## config.mk

```make
export PLATFORM = sky130hd
export DESIGN_NAME = wrapping_unique_id_allocator_core
export DESIGN_NICKNAME = d
export VERILOG_FILES = /design/src/hw/rtl/wuia_pkg.sv /design/src/hw/rtl/wuia_ram.sv /design/src/hw/rtl/wrapping_unique_id_allocator_core.sv
export SDC_FILE = /design/constraint.sdc
export NUM_CORES = 1
export LEC_CHECK = 0
export BUFFER_PORTS_ARGS = -buffer_cell sky130_fd_sc_hd__buf_2
export CAP_MARGIN = 10
export CORE_MARGIN = 8
export CORE_UTILIZATION = 60
export CTS_CLUSTER_SIZE = 16
export DETAILED_ROUTE_END_ITERATION = 10
export PLACE_DENSITY = 0.77
export SLEW_MARGIN = 20
export SYNTH_ARGS = -nofsm -noshare
export SYNTH_HDL_FRONTEND = slang
export SYNTH_SLANG_ARGS = --single-unit
export TNS_END_PERCENT = 30
```

## constraint.sdc

```tcl
create_clock -name clock -period 4.5 [get_ports clock]
set_input_delay 0.45 -clock clock [delete_from_list [all_inputs] [get_ports clock]]
set_output_delay 0.45 -clock clock [all_outputs]
set_load 0.005 [all_outputs]
```

## src/hw/rtl/wuia_pkg.sv

```systemverilog
// Package for the wrapping unique identifier allocator.
// Holds the field widths, default sizes and the request and status codes.
// No dependencies.
package wuia_pkg;

   localparam int ID_SPACE_DEF = 128;
   localparam int MAX_LIVE_DEF = 64;

   // fixed widths of the item fields
   localparam int ID_W     = 7;
   localparam int STATUS_W = 2;

   typedef enum logic {
      FUNC_ALLOC   = 1'b0,
      FUNC_RELEASE = 1'b1
   } func_type;

   typedef enum logic [STATUS_W-1:0] {
      STATUS_OK       = 2'd0,
      STATUS_FULL     = 2'd1,
      STATUS_NOT_USED = 2'd2
   } status_type;

endpackage

```

## src/hw/rtl/wuia_ram.sv

```systemverilog
// Generic single-write, single-read RAM with registered read data.
// Stands alone; no package needed.
module wuia_ram #(
   parameter int WIDTH = 1,
   parameter int DEPTH = 128
) (
   input  logic                     clock,
   input  logic                     wr_en,
   input  logic [$clog2(DEPTH)-1:0] wr_addr,
   input  logic [WIDTH-1:0]         wr_data,
   input  logic [$clog2(DEPTH)-1:0] rd_addr,
   output logic [WIDTH-1:0]         rd_data
);

   logic [WIDTH-1:0] mem_ff [DEPTH];
   logic [WIDTH-1:0] rd_data_ff;

   always_ff @(posedge clock) begin
      if (wr_en) begin
         mem_ff[wr_addr] <= wr_data;
      end
      rd_data_ff <= mem_ff[rd_addr];
   end

   assign rd_data = rd_data_ff;

endmodule

```

## src/hw/rtl/wrapping_unique_id_allocator_core.sv

```systemverilog
// Top level of the wrapping unique identifier allocator.
// Uses wuia_pkg and one wuia_ram instance for the used map.
//
// Hands out identifiers 1 .. ID_SPACE-1 in rising order from the one after the last
// given, wrapping back to 1; identifier 0 is never given. After reset the used map is
// cleared by a pass over every entry during which no item is taken. An allocate item
// scans up to ID_SPACE-1 map entries, or answers full without a scan when MAX_LIVE
// identifiers are already live; a release item reads its map entry, then checks it.
// The scan reads one map entry per cycle through the single RAM read port. One item
// is in work at a time; a finished result waits in an output register while the next
// item is accepted.
module wrapping_unique_id_allocator_core #(
   parameter int ID_SPACE = wuia_pkg::ID_SPACE_DEF,
   parameter int MAX_LIVE = wuia_pkg::MAX_LIVE_DEF
) (
   input  logic        clock,
   input  logic        reset,
   // request channel
   input  logic        req_tvalid,
   output logic        req_tready,
   input  logic [7:0]  req_tdata,   // [6:0] release_id, [7] zero
   input  logic        req_tuser,   // [0] func
   // result channel
   output logic        rsp_tvalid,
   input  logic        rsp_tready,
   output logic [15:0] rsp_tdata    // [6:0] granted_id, [8:7] status, [15:9] zero
);

   import wuia_pkg::*;

   localparam int IW = $clog2(ID_SPACE);
   localparam int LW = $clog2(MAX_LIVE + 1);
   localparam logic [31:0] ID_SPACE_U = 32'(ID_SPACE);
   localparam logic [IW-1:0] ID_TOP   = IW'(ID_SPACE - 1);
   localparam logic [IW-1:0] TRY_LAST = IW'(ID_SPACE - 2);
   localparam logic [LW-1:0] LIVE_MAX = LW'(MAX_LIVE);

   typedef enum logic [4:0] {
      ST_CLEAR   = 5'b00001,
      ST_IDLE    = 5'b00010,
      ST_SCAN    = 5'b00100,
      ST_REL_CHK = 5'b01000,
      ST_DONE    = 5'b10000
   } state_type;

   state_type        state_ff, state_in;
   logic [IW-1:0]    clr_ff, clr_in;
   logic [IW-1:0]    last_given_ff, last_given_in;
   logic [LW-1:0]    live_count_ff, live_count_in;
   logic [IW-1:0]    cand_ff, cand_in;
   logic [IW-1:0]    chk_cand_ff, chk_cand_in;
   logic             chk_vld_ff, chk_vld_in;
   logic [IW-1:0]    tries_ff, tries_in;
   logic [ID_W-1:0]  fin_id_ff, fin_id_in;
   status_type       fin_status_ff, fin_status_in;
   logic             out_vld_ff, out_vld_in;
   logic [ID_W-1:0]  out_id_ff, out_id_in;
   status_type       out_status_ff, out_status_in;

   logic             ram_wr_en;
   logic [IW-1:0]    ram_wr_addr;
   logic             ram_wr_data;
   logic [IW-1:0]    ram_rd_addr;
   logic             ram_rd_data;

   logic [ID_W-1:0]  rid;
   logic [IW-1:0]    rid_ext;
   logic             rid_ok;
   logic             req_acc;
   logic             out_load;

   function automatic logic [IW-1:0] next_cand(input logic [IW-1:0] c);
      logic [IW-1:0] n;
      if (c == ID_TOP) begin
         n = IW'(1);
      end else begin
         n = c + IW'(1);
      end
      return n;
   endfunction

   assign rid     = req_tdata[ID_W-1:0];
   assign rid_ext = IW'(rid);
   assign rid_ok  = (rid != '0) && ({{(32-ID_W){1'b0}}, rid} < ID_SPACE_U);

   assign req_tready = (state_ff == ST_IDLE);
   assign req_acc    = req_tvalid && req_tready;
   assign out_load   = (state_ff == ST_DONE) && (!out_vld_ff || rsp_tready);

   wuia_ram #(
      .WIDTH (1),
      .DEPTH (ID_SPACE)
   ) u_used_map (
      .clock   (clock),
      .wr_en   (ram_wr_en),
      .wr_addr (ram_wr_addr),
      .wr_data (ram_wr_data),
      .rd_addr (ram_rd_addr),
      .rd_data (ram_rd_data)
   );

   always_comb begin
      state_in      = state_ff;
      clr_in        = clr_ff;
      last_given_in = last_given_ff;
      live_count_in = live_count_ff;
      cand_in       = cand_ff;
      chk_cand_in   = chk_cand_ff;
      chk_vld_in    = chk_vld_ff;
      tries_in      = tries_ff;
      fin_id_in     = fin_id_ff;
      fin_status_in = fin_status_ff;
      ram_wr_en     = 1'b0;
      ram_wr_addr   = chk_cand_ff;
      ram_wr_data   = 1'b0;
      ram_rd_addr   = rid_ext;

      case (state_ff)
         ST_CLEAR: begin
            ram_wr_en   = 1'b1;
            ram_wr_addr = clr_ff;
            clr_in      = clr_ff + IW'(1);
            if (clr_ff == ID_TOP) begin
               state_in = ST_IDLE;
            end
         end
         ST_IDLE: begin
            if (req_acc) begin
               fin_id_in     = '0;
               fin_status_in = STATUS_OK;
               if (func_type'(req_tuser) == FUNC_ALLOC) begin
                  if (live_count_ff >= LIVE_MAX) begin
                     fin_status_in = STATUS_FULL;
                     state_in      = ST_DONE;
                  end else begin
                     cand_in    = next_cand(last_given_ff);
                     chk_vld_in = 1'b0;
                     tries_in   = '0;
                     state_in   = ST_SCAN;
                  end
               end else begin
                  if (rid_ok) begin
                     // map entry is read this cycle, checked in the next
                     chk_cand_in = rid_ext;
                     state_in    = ST_REL_CHK;
                  end else begin
                     fin_status_in = STATUS_NOT_USED;
                     state_in      = ST_DONE;
                  end
               end
            end
         end
         ST_SCAN: begin
            // read the next candidate while the previous one's entry is checked
            ram_rd_addr = cand_ff;
            cand_in     = next_cand(cand_ff);
            chk_cand_in = cand_ff;
            chk_vld_in  = 1'b1;
            if (chk_vld_ff) begin
               if (!ram_rd_data) begin
                  ram_wr_en     = 1'b1;
                  ram_wr_addr   = chk_cand_ff;
                  ram_wr_data   = 1'b1;
                  last_given_in = chk_cand_ff;
                  live_count_in = live_count_ff + LW'(1);
                  fin_id_in     = ID_W'(chk_cand_ff);
                  state_in      = ST_DONE;
               end else if (tries_ff == TRY_LAST) begin
                  fin_status_in = STATUS_FULL;
                  state_in      = ST_DONE;
               end else begin
                  tries_in = tries_ff + IW'(1);
               end
            end
         end
         ST_REL_CHK: begin
            if (ram_rd_data) begin
               ram_wr_en   = 1'b1;
               ram_wr_addr = chk_cand_ff;
               ram_wr_data = 1'b0;
               if (live_count_ff != '0) begin
                  live_count_in = live_count_ff - LW'(1);
               end
            end else begin
               fin_status_in = STATUS_NOT_USED;
            end
            state_in = ST_DONE;
         end
         ST_DONE: begin
            if (out_load) begin
               state_in = ST_IDLE;
            end
         end
         default: begin
            state_in = ST_CLEAR;
            clr_in   = '0;
         end
      endcase
   end

   always_comb begin
      out_id_in     = out_id_ff;
      out_status_in = out_status_ff;
      out_vld_in    = out_vld_ff;
      if (out_load) begin
         out_id_in     = fin_id_ff;
         out_status_in = fin_status_ff;
         out_vld_in    = 1'b1;
      end else if (rsp_tready) begin
         out_vld_in = 1'b0;
      end
   end

   always_ff @(posedge clock) begin
      if (reset) begin
         state_ff      <= ST_CLEAR;
         clr_ff        <= '0;
         last_given_ff <= ID_TOP;
         live_count_ff <= '0;
         chk_vld_ff    <= 1'b0;
         tries_ff      <= '0;
         out_vld_ff    <= 1'b0;
      end else begin
         state_ff      <= state_in;
         clr_ff        <= clr_in;
         last_given_ff <= last_given_in;
         live_count_ff <= live_count_in;
         chk_vld_ff    <= chk_vld_in;
         tries_ff      <= tries_in;
         out_vld_ff    <= out_vld_in;
      end
   end

   always_ff @(posedge clock) begin
      cand_ff       <= cand_in;
      chk_cand_ff   <= chk_cand_in;
      fin_id_ff     <= fin_id_in;
      fin_status_ff <= fin_status_in;
      out_id_ff     <= out_id_in;
      out_status_ff <= out_status_in;
   end

   assign rsp_tvalid = out_vld_ff;
   assign rsp_tdata  = {{(16-ID_W-STATUS_W){1'b0}}, out_status_ff, out_id_ff};

`ifndef SYNTH
   // live count never passes the limit
   a_live_limit: assert property (@(posedge clock) disable iff (reset)
      live_count_ff <= LIVE_MAX)
      else $error("live count above limit");

   // a grant raises the live count by exactly one
   a_grant_count: assert property (@(posedge clock) disable iff (reset)
      (state_ff == ST_SCAN && chk_vld_ff && !ram_rd_data)
      |=> live_count_ff == $past(live_count_ff) + LW'(1))
      else $error("grant did not bump live count");

   // a failing answer, full or not used, hands out no identifier
   a_full_no_id: assert property (@(posedge clock) disable iff (reset)
      (rsp_tvalid && out_status_ff != STATUS_OK) |-> out_id_ff == '0)
      else $error("identifier given with failing status");

   // the scan stops before it wraps onto its starting point
   a_scan_bound: assert property (@(posedge clock) disable iff (reset)
      state_ff == ST_SCAN |-> tries_ff <= TRY_LAST)
      else $error("scan ran past a full wrap");

   // no item taken until the clearing pass is over
   a_clear_done: assert property (@(posedge clock) disable iff (reset)
      (state_ff == ST_CLEAR && clr_ff != ID_TOP) |=> state_ff == ST_CLEAR)
      else $error("clearing pass cut short");
`endif

endmodule

```

==> results of run 1 <==
## critical path, stage by stage (launching register included)
cell and delay [ns]:
dfxtp_1 0.48, or4b_4 0.60, nor2_4 0.12, buf_4 0.27
mux2i_1 0.12, buf_4 0.23, clkinv_2 0.18, nand2_1 0.18
o221ai_1 0.36, o221ai_1 0.22, or4_1 0.49, a32oi_1 0.16
## logic make-up (layout without fill, tap and decap cells)
| group | after synthesis | after routing | share of synthesized area [%] |
|---|---|---|---|
| flip-flops | 196 | 196 | 59.29 |
| AND/OR/NAND/NOR | 404 | 404 | 19.71 |
| buffers and inverters | 63 | 80 | 3.209 |
| multiplexers | 32 | 32 | 3.840 |
| XOR/XNOR | 26 | 26 | 2.444 |
| adder cells (fa/ha/maj) | 11 | 11 | 1.557 |
| AO/OA/AOI/OAI | 138 | 138 | 9.909 |
| other | 1 | 7 | 0.04024 |
## path summary, 6_finish.rpt
check,from,end,slack [ns],cells after the start
max,state_ff[0],u_used_map.rd_data,0.99,11
min,req_tuser,state_ff[3],0.30,3
max reg2reg,state_ff[0],u_used_map.rd_data,0.99,11
min reg2reg,fin_id_ff[4],out_id_ff[4],0.41,0
## sequential cells by signal (all words and copies together) (netlist names), 2 cells and up
signal	cells
tries_ff	7
fin_id_ff	7
cand_ff	7
u_used_map.mem_ff	128
live_count_ff	7
chk_cand_ff	7
state_ff	5
clr_ff	7
out_id_ff	7
fin_status_ff	2
out_status_ff	2
last_given_ff	7
## metal layers
layer / routed length, microns / track usage, %
met1: 8966 / 29.98
met2: 10490 / 36.43
met3: 2207 / 5.132
met4: 594 / 8.258
met5: 0 / 0
## Yosys cell counts, drive strengths merged (12+ instances only)
| cell | n |
|---|---|
| nor2 | 187 |
| edfxtp | 160 |
| nand2 | 100 |
| a21oi | 37 |
| dfxtp | 36 |
| nand3 | 28 |
| mux2i | 26 |
| clkbuf | 24 |
| buf | 23 |
| o21ai | 23 |
| nand2b | 19 |
| and3 | 18 |
| inv | 15 |
| xor2 | 14 |
| a31oi | 12 |
| xnor2 | 12 |
## where the power goes
group | leakage [nW] | internal (mW) | switching (mW) | total (mW)
Combinational | 1.51 | 0.175 | 0.529 | 0.704
Sequential | 1.48 | 2.00 | 0.0553 | 2.05
Clock | 0.307 | 0.856 | 0.755 | 1.61
## stage by stage
step	worst slack (ns)	util [%]	total power, mW	hold slack [ns]
6_report	0.9937	67.09	4.368	0.2998
5_1_grt	0.9162	67.09	4.489	0.3062
4_1_cts	1.106	67.03	4.340	0.2909
3_5_place_dp	1.123	62.78	2.764	0.4045
3_3_place_gp	1.255	62.78	2.739	0.4068
2_1_floorplan	0.3813	-	2.548	0.4003
## final cells by class
cell class / count / area (sq um) / share of cell area (%)
Sequential cell: 196 / 5525 / 54.18
Multi-Input combinational cell: 618 / 3530 / 34.61
Clock buffer: 17 / 425.4 / 4.171
Tap cell: 188 / 235.2 / 2.306
Clock inverter: 15 / 220.2 / 2.159
Timing Repair Buffer: 32 / 201.4 / 1.975
Inverter: 16 / 61.31 / 0.6012
==> qor.csv, run 1 <==
metric,value,unit
final setup TNS,0,ns
cts hold-fix bufs,0,
"Reg clk slew, reported paths",0.08,ns
FMAX,285.2,MHz
status,"finished, final reports clean",
CTS tree,built,
Critical Path End Type,flip-flop,
PostCTS Resize Cnt,0,
Core Area,0.01520,sq mm
drt wl/cell,20.58,microns
initial core utilization,61.30,%
CTS sink count,196,
max-capacitance violation count,0,
Synth area leader,edfxtp_1,
number of H-tree levels,4,
Setup CP Type,reg -> reg,
global route total overflow,0,
clock root cell,clkbuf_16,
"Data required, critical path",4.87,ns
Max IR drop VDD,337.0,uV
Power Density,428.3,mW/mm^2
Fill cells,1145,
first-pass GRT wire length,35240,microns
vias in the first global route,6765,
CTS Buffer Depth,2,
TritonCTS buffer count,17,
Syn Inst Count,871,
library cells used by synthesis,68,
Seq cells post-synth,196,
HP Class,in -> reg,
final wirelength,22260,microns
Slew @ Worst Pin,0.9606,ns
Post-DP HPWL,14630,microns
antenna violations before repair,0,
crit share post-route,77.92,%
mean area per synthesized cell,10.70,sq um
register area share after synthesis,59.29,%
"Clk Latency, worst-skew pair",0.45,ns
leakage power,3.303,nW
Post-synth EDFFs,160,
Setup-failing EPs final,0,
number of nets in the layout,905,
Area after DPL,0.009544,sq mm
DP Cell Count,1050,
final slew viol count,0,
Die X,140.6,microns
Synth area leaders,"edfxtp_1 52%, dfxtp_1 7.7%, nor2_1 7.4%",
number of post-CTS setup repair buffers,0,
design area,0.01020,sq mm
via count,6929,
post-route insts no fill,1082,
Critical Path AT,3.88,ns
"commonest cells after routing, fill and taps aside","183 x nor2_1, 160 x edfxtp_1, 100 x nand2_1",
GPL Wtd Cong,0.8678,
"most common cell after layout, fill and taps aside",nor2_1,
# DRC,0,
Worst Skew,0.01469,ns
Area growth syn-to-layout,9.438,%
Yosys top cell area share,51.56,%
critical path startpoint category,flip-flop,
DRT iter0 DRCs,1061,
Port Buffers,22,
Mapped Area,0.009319,sq mm
RSZ-0062 raised after global routing,false,
I/O pin count,31,
asr flop ratio synth,0,%
DR pass1 iterations,6,
row cnt,45,
final hold violation count,0,
synthesis warning total,0,
largest net degree at the start of global routing,143,
ys flop type,edfxtp_1,
via/cell ratio,6.404,
DIE AREA,0.01978,sq mm
fraction of layout cells with a size suffix above 1,9.843,%
Post-DRT Antenna Nets,0,
post-layout min period,3.506,ns
Tot GR Track Use,22.78,%
crit path max fanout,20,
diode count,0,
Die Y,140.6,microns
relative slew slack,35.66,%
(Power assumes the default switching activity.)
==> run 2, diff against run 1 <==
--- a/config.mk
+++ b/config.mk
@@ -8,10 +8,10 @@
 export BUFFER_PORTS_ARGS = -buffer_cell sky130_fd_sc_hd__buf_2
 export CAP_MARGIN = 10
 export CORE_MARGIN = 8
-export CORE_UTILIZATION = 60
+export CORE_UTILIZATION = 56
 export CTS_CLUSTER_SIZE = 16
 export DETAILED_ROUTE_END_ITERATION = 10
-export PLACE_DENSITY = 0.77
+export PLACE_DENSITY = 0.76
 export SLEW_MARGIN = 20
 export SYNTH_ARGS = -nofsm -noshare
 export SYNTH_HDL_FRONTEND = slang
==> constraint.sdc (replaced) <==
create_clock -name clock -period 2.9 [get_ports clock]
set_input_delay 0.29 -clock clock [delete_from_list [all_inputs] [get_ports clock]]
set_output_delay 0.29 -clock clock [all_outputs]
set_load 0.005 [all_outputs]
==> run 2 against run 1 <==
  * Clock power grew 43%
  * Register-to-register slack worse by 0.97 ns
  * Largest cell class unchanged
  * Non-clock buffer count grew 47
  * First-iteration DRC count down 5.1%
  * Sequential share of layout area is 2.0 points lower
  * Flip-flop and latch count did not move
  * Routed wire length down 0.15%
  * Setup slack worse by 0.97 ns
  * Hold slack worse by 0.14 ns
  * Utilization down 2.6 points
==> qor.csv, run 2 (same netlist as run 1, synthesis figures left out) <==
metric,value,unit,change
status,"finished, final reports clean",,
Critical Path End Type,flip-flop,,
CP Cell Sequence,or4b_4 -> nor2_4 -> buf_12 -> buf_4 -> mux2_4 -> a32oi_1 -> a211oi_1 -> or4_1 -> a32oi_1,,
Worst Skew,0.01180,ns,-0.002884 ns
Post-DP HPWL,14900,microns,+1.9%
HP Class,in -> reg,,
dpl ws,-0.08889,ns,-1.212 ns
Reg with most FFs,u_used_map.mem_ff,,
row cnt,47,,+4.4%
initial core utilization,56.80,%,-4.5 points
FMAX,347.3,MHz,+22%
Core Area,0.01641,sq mm,+7.9%
post-layout min period,2.880,ns,-0.6265 ns
TritonCTS buffer count,17,,unchanged
Hold Slack,0.1565,ns,-0.1434 ns
Post-DRT Antenna Nets,0,,unchanged
fraction of layout cells with a size suffix above 1,14.57,%,+4.7 points
Multi-input gate area,0.003555,sq mm,+0.71%
clock root cell,clkbuf_16,,
r2r worst-path depth,9,,-2
"Reg clk slew, reported paths",0.07,ns,about the same
"Data required, critical path",3.25,ns,-1.62 ns
Setup-failing EPs final,0,,unchanged
Die X,145,microns,+3.1%
leakage power,3.507,nW,+6.2%
"Clk Latency, worst-skew pair",0.44,ns,about the same
Fill cells,1198,,+4.6%
Area growth syn-to-layout,13.55,%,
final slew viol count,0,,unchanged
RSZ-0062 raised after global routing,true,,
Crit-path slowest cell,or4b_4,,
max incr delay on CP,0.55,ns,-0.05 ns
CTS tree,built,,
DIE AREA,0.02103,sq mm,+6.3%
Seq. cell area,0.005525,sq mm,unchanged
largest net degree at the start of global routing,144,,+0.70%
via/cell ratio,6.022,,-6.0%
number of nets in the layout,952,,+5.2%
number of H-tree levels,4,,unchanged
antenna violations before repair,0,,unchanged
Max IR drop VDD,446.7,uV,+33%
max-capacitance violation count,0,,unchanged
Port Buffers,22,,unchanged
diode count,0,,unchanged
relative slew slack,63.11,%,+27 points
global route total overflow,0,,unchanged
Tot GR Track Use,21.16,%,-1.6 points
DR pass1 iterations,5,,-1
final hold violation count,0,,unchanged
PnR worst setup slack,0.02027,ns,-0.9735 ns
crit path max fanout,12,,-40%
first-pass GRT wire length,35160,microns,-0.24%
drt wl/cell,19.16,microns,-6.9%
"commonest cells after routing, fill and taps aside","183 x nor2_1, 160 x edfxtp_1, 100 x nand2_1",,
"most common cell after layout, fill and taps aside",nor2_1,,
max FFs per register,128,,unchanged
Slew @ Worst Pin,0.5534,ns,-0.4072 ns
Setup CP Type,reg -> reg,,
CTS Buffer Depth,2,,unchanged
I/O pin count,31,,unchanged
DRT iter0 DRCs,1007,,-5.1%
final wirelength,22230,microns,-0.15%
"most used cell, CP",a32oi_1,,
number of post-CTS setup repair buffers,0,,unchanged
GPL Wtd Cong,0.9451,,+8.9%
crit share post-route,99.30,%,+21 points
via count,6986,,+0.82%
Min-Delay Path Depth,3,,unchanged
Power Density,639.3,mW/mm^2,+49%
# DRC,0,,unchanged
CTS sink count,196,,unchanged
Die Y,145,microns,+3.1%
critical path startpoint category,flip-flop,,
Critical Path AT,3.23,ns,-0.65 ns
vias in the first global route,6551,,-3.2%
[run 2: path summary, 6_finish.rpt]
kind | start | end | slack (ns)
worst max-delay path | state_ff[4] | u_used_map.rd_data | 0.02
worst min-delay path | req_tuser | state_ff[3] | 0.16
worst max register to register | state_ff[4] | u_used_map.rd_data | 0.02
worst min register to register | fin_id_ff[1] | out_id_ff[1] | 0.42
[run 2: final cells by class]
| cell class | count | share of cell area, % |
|---|---|---|
| clock buffer | 17 | 4.020 |
| tap | 220 | 2.601 |
| inverter | 16 | 0.5794 |
| clock inverter | 14 | 1.395 |
| sequential | 196 | 52.22 |
| multi-input combinational | 618 | 33.59 |
| timing repair buffer | 79 | 5.593 |
[run 2: worst max-delay path, delay by kind of cell, from the launching register on]
family          cells  cell delay [ns]
flops               1             0.31
compound gates      3             0.48
buf+inv             2             0.33
mux                 1             0.37
simple gates        3             1.29
[run 2: layer usage]
layer | global-route usage (%) | up-vias | wire (microns)
li1 | - | 3244 | -
met3 | 5.535 | 51 | 2246
met2 | 32.45 | 375 | 10190
met4 | 7.838 | 0 | 600
met1 | 28.40 | 3316 | 9188
met5 | 0 | - | 0
[run 2: repair_timing]
item / 4_1_cts / 5_1_grt
endpoints found under the hold margin: 0 / 0
setup endpoints to repair: 1 / 21
hold buffers: 0 / 0
resized for setup: 3 / 5
[run 2: per-stage QoR]
stage	total power [mW]	setup TNS [ns]	cells	utilization, %	cell area (sq um)
2_1_floorplan	3.953	-0.01170	877	-	9343
3_3_place_gp	4.463	-0.1055	1129	60.79	9975
3_5_place_dp	4.475	-0.08889	1129	60.79	9975
4_1_cts	6.738	0	1160	64.39	10560
5_1_grt	6.992	-0.04701	1160	64.49	10580
6_report	6.765	0	1160	64.49	10580
[run 2: report_power, final]
| group | total [mW] | internal (mW) | switching, mW | leakage, nW |
|---|---|---|---|---|
| Clock | 2.30 | 1.21 | 1.10 | 0.264 |
| Sequential | 3.15 | 3.10 | 0.0546 | 1.48 |
| Combinational | 1.31 | 0.427 | 0.882 | 1.76 |
